--- src/design/assert_macros.svh ---
// assertion macros shared by the sliding window event counter rtl
// no dependencies; included by files that carry concurrent assertions
`ifndef ASSERT_MACROS_SVH
`define ASSERT_MACROS_SVH

// same-cycle implication, sampled on clk, off during reset
`define SWEC_ASSERT(lbl, ante, cons) \
    lbl: assert property (@(posedge clk) disable iff (!rst_n) (ante) |-> (cons)) \
        else $error("assertion failed: same-cycle check");

// next-cycle implication, sampled on clk, off during reset
`define SWEC_ASSERT_NEXT(lbl, ante, cons) \
    lbl: assert property (@(posedge clk) disable iff (!rst_n) (ante) |=> (cons)) \
        else $error("assertion failed: next-cycle check");

`endif

--- src/design/swec_pkg.sv ---
// types and constants of the sliding window event counter
// no dependencies; used by the interfaces and the top module
package swec_pkg;

    // widths fixed by the request and result formats
    localparam int TS_W    = 31;
    localparam int COUNT_W = 8;

    // reset value of the window length register
    localparam logic [TS_W-1:0] WINDOW_RESET = 31'd3000;

    // sequencer states
    typedef enum logic [1:0] {
        ST_IDLE,
        ST_CMP,
        ST_DONE
    } state_t;

endpackage

--- src/design/swec_if.sv ---
// handshake channels of the sliding window event counter
// depends on swec_pkg for field widths
interface swec_evt_if;
    logic                          valid;
    logic                          ready;
    logic [swec_pkg::TS_W-1:0]     timestamp;

    modport source (output valid, output timestamp, input ready);
    modport sink   (input valid, input timestamp, output ready);
endinterface

interface swec_res_if;
    logic                          valid;
    logic                          ready;
    logic [swec_pkg::COUNT_W-1:0]  recent_count;
    logic                          overflow;

    modport source (output valid, output recent_count, output overflow, input ready);
    modport sink   (input valid, input recent_count, input overflow, output ready);
endinterface

interface swec_cfg_if;
    logic                          valid;
    logic                          ready;
    logic [swec_pkg::TS_W-1:0]     window_length;

    modport source (output valid, output window_length, input ready);
    modport sink   (input valid, input window_length, output ready);
endinterface

--- src/design/swec_ram.sv ---
// generic single-write, single-read ram with registered read data
// no dependencies
module swec_ram #(
    parameter int WIDTH = 31,
    parameter int DEPTH = 128
) (
    input  logic                     clk,
    input  logic                     we,
    input  logic [$clog2(DEPTH)-1:0] waddr,
    input  logic [WIDTH-1:0]         wdata,
    input  logic                     re,
    input  logic [$clog2(DEPTH)-1:0] raddr,
    output logic [WIDTH-1:0]         rdata
);

    logic [WIDTH-1:0] mem [DEPTH];

    // write port
    always_ff @(posedge clk)
    begin
        if (we)
        begin
            mem[waddr] <= wdata;
        end
    end

    // registered read port
    always_ff @(posedge clk)
    begin
        if (re)
        begin
            rdata <= mem[raddr];
        end
    end

endmodule

--- src/design/sliding_window_event_counter_top.sv ---
// Sliding window event counter: each request carries a timestamp that is
// appended to a ring buffer of STORE_DEPTH entries; entries are then dropped
// from the oldest end while oldest + window_length < timestamp, and the
// result gives the number of held entries (overflow set, state untouched,
// when the buffer was already full). A request is accepted in ST_IDLE; in
// ST_CMP the older entries are then compared one at a time from the oldest,
// each dropped entry being followed by a compare of the next one, until an
// entry is kept or only the new entry is left (no compare at all when the
// buffer was empty or full); the result is then held in ST_DONE until the
// receiver takes it, and no new request is taken before that. All compares
// go through the single compare unit fed through the one read port of the
// timestamp ram. window_length writes are taken any cycle.
// Depends on swec_pkg, swec_if, swec_ram and assert_macros.svh.
`include "assert_macros.svh"

module sliding_window_event_counter_top #(
    parameter int STORE_DEPTH = 128
) (
    input  logic         clk,
    input  logic         rst_n,
    swec_evt_if.sink     evt_in,
    swec_res_if.source   res_out,
    swec_cfg_if.sink     cfg
);

    localparam int PTR_W = (STORE_DEPTH > 1) ? $clog2(STORE_DEPTH) : 1;
    localparam int CNT_W = $clog2(STORE_DEPTH + 1);
    localparam int TS_W  = swec_pkg::TS_W;

    swec_pkg::state_t   state_reg, state_next;
    logic [PTR_W-1:0]   oldest_reg, oldest_next;
    logic [PTR_W-1:0]   newest_reg, newest_next;
    logic [CNT_W-1:0]   count_reg, count_next;
    logic [TS_W-1:0]    ts_reg, ts_next;
    logic               ovf_reg, ovf_next;
    logic [TS_W-1:0]    win_reg;

    logic               ram_we;
    logic               ram_re;
    logic [PTR_W-1:0]   ram_raddr;
    logic [TS_W-1:0]    ram_rdata;
    logic               is_full;
    logic               drop;
    logic [TS_W:0]      limit;
    logic [CNT_W+7:0]   count_ext;
    logic [PTR_W-1:0]   oldest_inc;
    logic [PTR_W-1:0]   newest_inc;

    // timestamp ring buffer
    swec_ram #(
        .WIDTH (TS_W),
        .DEPTH (STORE_DEPTH)
    ) u_store (
        .clk   (clk),
        .we    (ram_we),
        .waddr (newest_reg),
        .wdata (evt_in.timestamp),
        .re    (ram_re),
        .raddr (ram_raddr),
        .rdata (ram_rdata)
    );

    // ring pointer increments
    assign oldest_inc = (oldest_reg == PTR_W'(STORE_DEPTH - 1)) ? '0 : oldest_reg + 1'b1;
    assign newest_inc = (newest_reg == PTR_W'(STORE_DEPTH - 1)) ? '0 : newest_reg + 1'b1;

    // shared compare unit: oldest + window < new timestamp
    assign limit   = {1'b0, ram_rdata} + {1'b0, win_reg};
    assign drop    = limit < {1'b0, ts_reg};
    assign is_full = count_reg == CNT_W'(STORE_DEPTH);

    // result payload
    assign count_ext            = {8'd0, count_reg};
    assign res_out.recent_count = count_ext[7:0];
    assign res_out.overflow     = ovf_reg;

    // configuration port
    assign cfg.ready = 1'b1;

    always_ff @(posedge clk or negedge rst_n)
    begin
        if (!rst_n)
        begin
            win_reg <= swec_pkg::WINDOW_RESET;
        end
        else if (cfg.valid)
        begin
            win_reg <= cfg.window_length;
        end
    end

    // control state
    always_ff @(posedge clk or negedge rst_n)
    begin
        if (!rst_n)
        begin
            state_reg  <= swec_pkg::ST_IDLE;
            oldest_reg <= '0;
            newest_reg <= '0;
            count_reg  <= '0;
        end
        else
        begin
            state_reg  <= state_next;
            oldest_reg <= oldest_next;
            newest_reg <= newest_next;
            count_reg  <= count_next;
        end
    end

    // payload registers
    always_ff @(posedge clk)
    begin
        ts_reg  <= ts_next;
        ovf_reg <= ovf_next;
    end

    // sequencer: next state and outputs
    always_comb
    begin
        state_next    = state_reg;
        oldest_next   = oldest_reg;
        newest_next   = newest_reg;
        count_next    = count_reg;
        ts_next       = ts_reg;
        ovf_next      = ovf_reg;
        ram_we        = 1'b0;
        ram_re        = 1'b0;
        ram_raddr     = oldest_reg;
        evt_in.ready  = 1'b0;
        res_out.valid = 1'b0;
        unique case (state_reg)
            swec_pkg::ST_IDLE:
            begin
                evt_in.ready = 1'b1;
                if (evt_in.valid)
                begin
                    ts_next = evt_in.timestamp;
                    if (is_full)
                    begin
                        ovf_next   = 1'b1;
                        state_next = swec_pkg::ST_DONE;
                    end
                    else
                    begin
                        ovf_next    = 1'b0;
                        ram_we      = 1'b1;
                        newest_next = newest_inc;
                        count_next  = count_reg + 1'b1;
                        if (count_reg == '0)
                        begin
                            // the new entry alone is never dropped
                            state_next = swec_pkg::ST_DONE;
                        end
                        else
                        begin
                            ram_re     = 1'b1;
                            state_next = swec_pkg::ST_CMP;
                        end
                    end
                end
            end
            swec_pkg::ST_CMP:
            begin
                if (drop)
                begin
                    oldest_next = oldest_inc;
                    count_next  = count_reg - 1'b1;
                    if (count_reg == CNT_W'(2))
                    begin
                        // only the new entry is left
                        state_next = swec_pkg::ST_DONE;
                    end
                    else
                    begin
                        ram_re    = 1'b1;
                        ram_raddr = oldest_inc;
                    end
                end
                else
                begin
                    state_next = swec_pkg::ST_DONE;
                end
            end
            swec_pkg::ST_DONE:
            begin
                res_out.valid = 1'b1;
                if (res_out.ready)
                begin
                    state_next = swec_pkg::ST_IDLE;
                end
            end
            default:
            begin
                state_next = swec_pkg::ST_IDLE;
            end
        endcase
    end

    // held count never exceeds the buffer depth
    `SWEC_ASSERT(a_count_bound, 1'b1, count_reg <= CNT_W'(STORE_DEPTH))
    // a compare step always has the new entry plus at least one older one
    `SWEC_ASSERT(a_cmp_two_held, state_reg == swec_pkg::ST_CMP, count_reg >= CNT_W'(2))
    // overflow is only reported with a full buffer
    `SWEC_ASSERT(a_ovf_full, res_out.valid && res_out.overflow, is_full)
    // an accepted request into a non-full buffer grows the count by one
    `SWEC_ASSERT_NEXT(a_push_count, evt_in.valid && evt_in.ready && !is_full,
        count_reg == $past(count_reg) + 1'b1)

endmodule
--- src/flat_wrapper.sv ---
// flat-port wrapper written by rule: the top's interface ports become plain ports
module sliding_window_event_counter_top_flat 
#(
    parameter int STORE_DEPTH = 128
)
  (clk, rst_n, evt_in_valid, evt_in_timestamp, evt_in_ready, res_out_valid, res_out_recent_count, res_out_overflow, res_out_ready, cfg_valid, cfg_window_length, cfg_ready);
  swec_evt_if evt_in_i ();
  swec_res_if res_out_i ();
  swec_cfg_if cfg_i ();
  input  logic clk;
  input  logic rst_n;
  input wire logic [$bits(evt_in_i.valid)-1:0] evt_in_valid;
  input wire logic [$bits(evt_in_i.timestamp)-1:0] evt_in_timestamp;
  output wire logic [$bits(evt_in_i.ready)-1:0] evt_in_ready;
  output wire logic [$bits(res_out_i.valid)-1:0] res_out_valid;
  output wire logic [$bits(res_out_i.recent_count)-1:0] res_out_recent_count;
  output wire logic [$bits(res_out_i.overflow)-1:0] res_out_overflow;
  input wire logic [$bits(res_out_i.ready)-1:0] res_out_ready;
  input wire logic [$bits(cfg_i.valid)-1:0] cfg_valid;
  input wire logic [$bits(cfg_i.window_length)-1:0] cfg_window_length;
  output wire logic [$bits(cfg_i.ready)-1:0] cfg_ready;
  assign evt_in_i.valid = evt_in_valid;
  assign evt_in_i.timestamp = evt_in_timestamp;
  assign evt_in_ready = evt_in_i.ready;
  assign res_out_valid = res_out_i.valid;
  assign res_out_recent_count = res_out_i.recent_count;
  assign res_out_overflow = res_out_i.overflow;
  assign res_out_i.ready = res_out_ready;
  assign cfg_i.valid = cfg_valid;
  assign cfg_i.window_length = cfg_window_length;
  assign cfg_ready = cfg_i.ready;
  sliding_window_event_counter_top #(.STORE_DEPTH(STORE_DEPTH)) u_core (.clk(clk), .rst_n(rst_n), .evt_in(evt_in_i), .res_out(res_out_i), .cfg(cfg_i));
endmodule
--- config.mk ---
export PLATFORM = sky130hd
export DESIGN_NAME = sliding_window_event_counter_top_flat
export DESIGN_NICKNAME = d
export VERILOG_FILES = /design/src/design/swec_pkg.sv /design/src/design/swec_if.sv /design/src/design/swec_ram.sv /design/src/design/sliding_window_event_counter_top.sv /design/src/flat_wrapper.sv
export VERILOG_INCLUDE_DIRS = /design/src /design/src/design
export SDC_FILE = /design/constraint.sdc
export NUM_CORES = 2
export LEC_CHECK = 0
export ABC_AREA = 1
export BUFFER_PORTS_ARGS = -buffer_cell sky130_fd_sc_hd__buf_2
export CAP_MARGIN = 0
export CORE_MARGIN = 2
export CORE_UTILIZATION = 25
export CTS_CLUSTER_DIAMETER = 120
export DETAILED_ROUTE_END_ITERATION = 7
export HOLD_SLACK_MARGIN = 0.15
export PLACE_DENSITY_LB_ADDON = 0.12
export SYNTH_ARGS = -nofsm -noshare
export SYNTH_HDL_FRONTEND = slang
export SYNTH_SLANG_ARGS = --single-unit
--- constraint.sdc ---
create_clock -name clk -period 10.5 [get_ports clk]
set_input_delay 1.05 -clock clk [delete_from_list [all_inputs] [get_ports clk]]
set_output_delay 1.05 -clock clk [all_outputs]
set_load 0.01 [all_outputs]
==> results by group <==
Status
  – Status: complete, no violations

Pwr
  – Leakage: 0.0652 µW
  – Worst vdd ir: between 200 and 300 µV
  – Power per standard cell area: 315 nW/µm²
  – Total Power: 61200 µW

Placement
  – Final HPWL DP: approximately 360000 µm
  – Port Buffers: between 70 and 80
  – Worst slack, placed: 1350 ps
  – RePlAce Congestion: around 0.78

Synth
  – Adder-cell share of the synthesized area: 0.00535
  – Post-synth cell types: 50
  – Syn_area_per_cell: 12.2 µm²
  – Yosys warning count: 0
  – Yosys top cell by area: edfxtp_1
  – Synth area leaders: edfxtp_1, nand3_1, nand2_1
  – Main combinational cell family by area after synthesis: simple AND/OR/NAND/NOR gates
  – Synth Flop Type: edfxtp_1
  – Area share of xor/xnor cells in the synthesized design: 0.00218
  – Simple-gate share of the synthesized area: 0.226
  – Synthesized area: 169000 µm²
  – Share of the synthesized area in the top cell type: 0.717
  – Post-synth EDFFs: 4031
  – Seq cells post-synth: ~4100
  – Async set-or-reset flop fraction in the synthesized netlist: 0.0135
  – Compound-Gate Fraction of Synth Area: 0.00385
  – Post-synthesis mux area share: 0.00200
  – Cells after synthesis: 13825
  – Sequential area share after synthesis: 0.725
  – Post-synth net total: 13963

Die
  – # IOs: 79
  – Rows: 301
  – Die area: 682000 µm²
  – Die W: 826 µm
  – Core area: between 600000 and 700000 µm²
  – Die extent in y: 826 µm
  – Starting Density: 0.251

STA
  – Final min period: between 9000 and 10000 ps
  – Final Hold Vio Count: 0
  – Fin crit share: 0.876
  – Count of pins over their slew limit: 0
  – Worst-margin pin slew: ~1100 ps
  – Final setup TNS: 0 ps
  – Slew HR: 0.253
  – Final Setup Violations: 0
  – Layout Skew: 53.6 ps
  – RSZ-0062 raised after global routing: false
  – Fmax: 109 MHz
  – Setup ws final: ~1300 ps

GRT
  – Met3 GRT Util: 0.0287
  – GRT Max-Usage Layer: met2
  – First-pass GRT wire length: 925000 µm
  – Tot GR Track Use: 0.190
  – GR Util met2: 0.300
  – Initial antenna violation count: 57
  – Grt met1 use: 0.270
  – Number of global-route vias before repair: around 110k
  – Congestion Overflow GR: 0
  – Largest net degree at the start of global routing: 145

Finish
  – Final core utilization: 0.289
  – Layout fillers: 68941
  – Syn-to-layout area delta: 15.1%
  – Share of cells above drive strength 1: 0.0894
  – Multi-input gate area: around 42000 µm²
  – FF+latch area: between 100000 and 150000 µm²
  – Layout Nets: 13856
  – Max reg flops: a little under 4000
  – Most flops, register: u_core.u_store.mem

Critical path
  – Depth of the most critical reg-to-reg path: 38
  – CP required: around 11000 ps
  – Crit-path slowest cell: inv_8
  – Family with the most delay on the worst path: simple AND/OR/NAND/NOR gates
  – Reg2reg start: u_core.win_reg[0]$_DFFE_PN0P_
  – Critical path class: reg -> reg
  – Startpoint Class: flip-flop
  – Crit-path max FO: 64
  – Max incr delay on CP: 690 ps
  – End of the worst register-to-register path: u_core.u_store.rdata[13]$_DFFE_PP_
  – Arr. time, crit path: 10100 ps
  – Stages on the worst setup path: 38
  – Worst Path Buf+Inv: 4
  – Worst reg-to-reg setup slack: between 1000 and 1500 ps
  – Worst setup EP type: flip-flop

Worst hold path
  – Hold EP: u_core.win_reg[11]$_DFFE_PN1P_
  – Worst hold path type: in -> reg
  – Depth of the worst hold-timing path: 2
  – Hold_sp: cfg_window_length[11]

Clock tree
  – CTS Sinks: a little over 4000
  – CTS tree: built
  – Clk root buf: clkbuf_16
  – CTS Buf Count: roughly 470
  – H-tree depth: 5
  – PostCTS Resize Cnt: 0
  – Register clock-pin slew on the reported worst setup and hold paths: 60 ps
  – Clock Latency Late Sink: 1070 ps
  – Clock Path Buffers: 4

Routing
  – First-pass DRT Iterations: 6
  – Routed WL: 669000 µm
  – Via-per-instance ratio: 4.90
  – Routed len/inst: 29.0 µm
  – Initial DRC Count: 11960
  – Routed Antenna Nets: 0
  – Via Count: 113038
  – # DRC: 0

Job
  – Maxcap violations: 0
synthesized netlist by cell type, types with 4 or more instances:
| master | number |
|---|---|
| clkbuf_1 | 144 |
| mux2_2 | 30 |
| o21ai_1 | 4 |
| buf_1 | 33 |
| xor2_1 | 27 |
| nand4_1 | 5 |
| a21oi_1 | 52 |
| a31oi_1 | 5 |
| nand2_4 | 4 |
| dfrtp_1 | 48 |
| nand3_1 | 5541 |
| nor3_1 | 12 |
| nand2_1 | 2543 |
| inv_1 | 115 |
| dfstp_2 | 7 |
| ha_1 | 69 |
| nor2_1 | 173 |
| xnor2_1 | 15 |
| buf_4 | 84 |
| buf_6 | 30 |
| o21ai_0 | 30 |
| buf_2 | 769 |
| nand2_2 | 4 |
| inv_2 | 10 |
| edfxtp_1 | 4031 |
placed cells by master (no fill, tap or decap), types with 52 or more instances in the layout:
master	instances
nand3_1	5541
nand2_1	2534
nor2_4	125
buf_12	76
clkbuf_16	470
ha_1	69
a21oi_1	52
edfxtp_1	4031
inv_1	115
clkinv_1	122
clkinv_2	70
clkbuf_1	135
buf_4	317
worst max path at each step:
| stage | from | to | slack (ps) |
|---|---|---|---|
| global route | u_core.win_reg[0]$_DFFE_PN0P_ | u_core.u_store.rdata[15]$_DFFE_PP_ | 660 |
| floorplan | u_core.win_reg[3]$_DFFE_PN1P_ | u_core.u_store.rdata[12]$_DFFE_PP_ | 5310 |
| global placement | u_core.win_reg[0]$_DFFE_PN0P_ | u_core.u_store.rdata[13]$_DFFE_PP_ | 1230 |
| CTS | u_core.win_reg[0]$_DFFE_PN0P_ | u_core.u_store.rdata[13]$_DFFE_PP_ | 1270 |
| detailed placement | u_core.win_reg[0]$_DFFE_PN0P_ | u_core.u_store.rdata[13]$_DFFE_PP_ | 1350 |
| finish | u_core.win_reg[0]$_DFFE_PN0P_ | u_core.u_store.rdata[13]$_DFFE_PP_ | 1300 |
report_power, final:
part	internal (µW)	leakage (µW)	switching, µW
combinational	6670	0.0215	20400
clock	8590	0.00681	6930
sequential	18400	0.0369	333
worst reg2reg max path, delay by kind of cell, from the launching register on:
kind / cells / cell delay (ps)
xor gates and xnor gates: 1 / 190
adders and majority gates: 3 / 840
buffers and inverters: 4 / 1460
DFF: 1 / 350
and+or+nand+nor: 20 / 4100
AOI/OAI and AO/OA: 10 / 2090
cells by family after synthesis:
| logic type | count (synthesis) |
|---|---|
| mux | 30 |
| simple gates | 8291 |
| other cells | 1 |
| compound gates | 114 |
| fa+ha+maj | 71 |
| flops | 4086 |
| xor+xnor | 42 |
| buf+inv | 1190 |
metal layers:
layer | wire length [µm] | vias to the layer above | share of wire
li1 | - | 50623 | -
met1 | 307000 | 58416 | 0.46
met2 | 305000 | 3199 | 0.46
met3 | 37000 | 780 | 0.055
met4 | 19500 | 20 | 0.029
met5 | 126 | - | 0.00019
area by class of cell:
type,count,area share
timing repair buffer,487,0.0240
multi-input combinational,8549,0.214
antenna,24,0.000309
tap,8938,0.0575
clock inverter,232,0.00871
clock buffer,605,0.0631
inverter,129,0.00275
sequential,4086,0.630
metrics by stage:
stage | area, µm² | cells | hold slack, ps
floorplan | 169000 | 13825 | 481
global placement | 180000 | 22171 | 497
detailed placement | 180000 | 22171 | 501
CTS | 194000 | 23026 | 193
global route | 194000 | 23029 | 234
finish | 194000 | 23050 | 302
repair_timing:
action	CTS	global route
hold buffers	18	0
setup buffers	0	0
hold endpoints to repair	32	0
(Power assumes the default switching activity.)
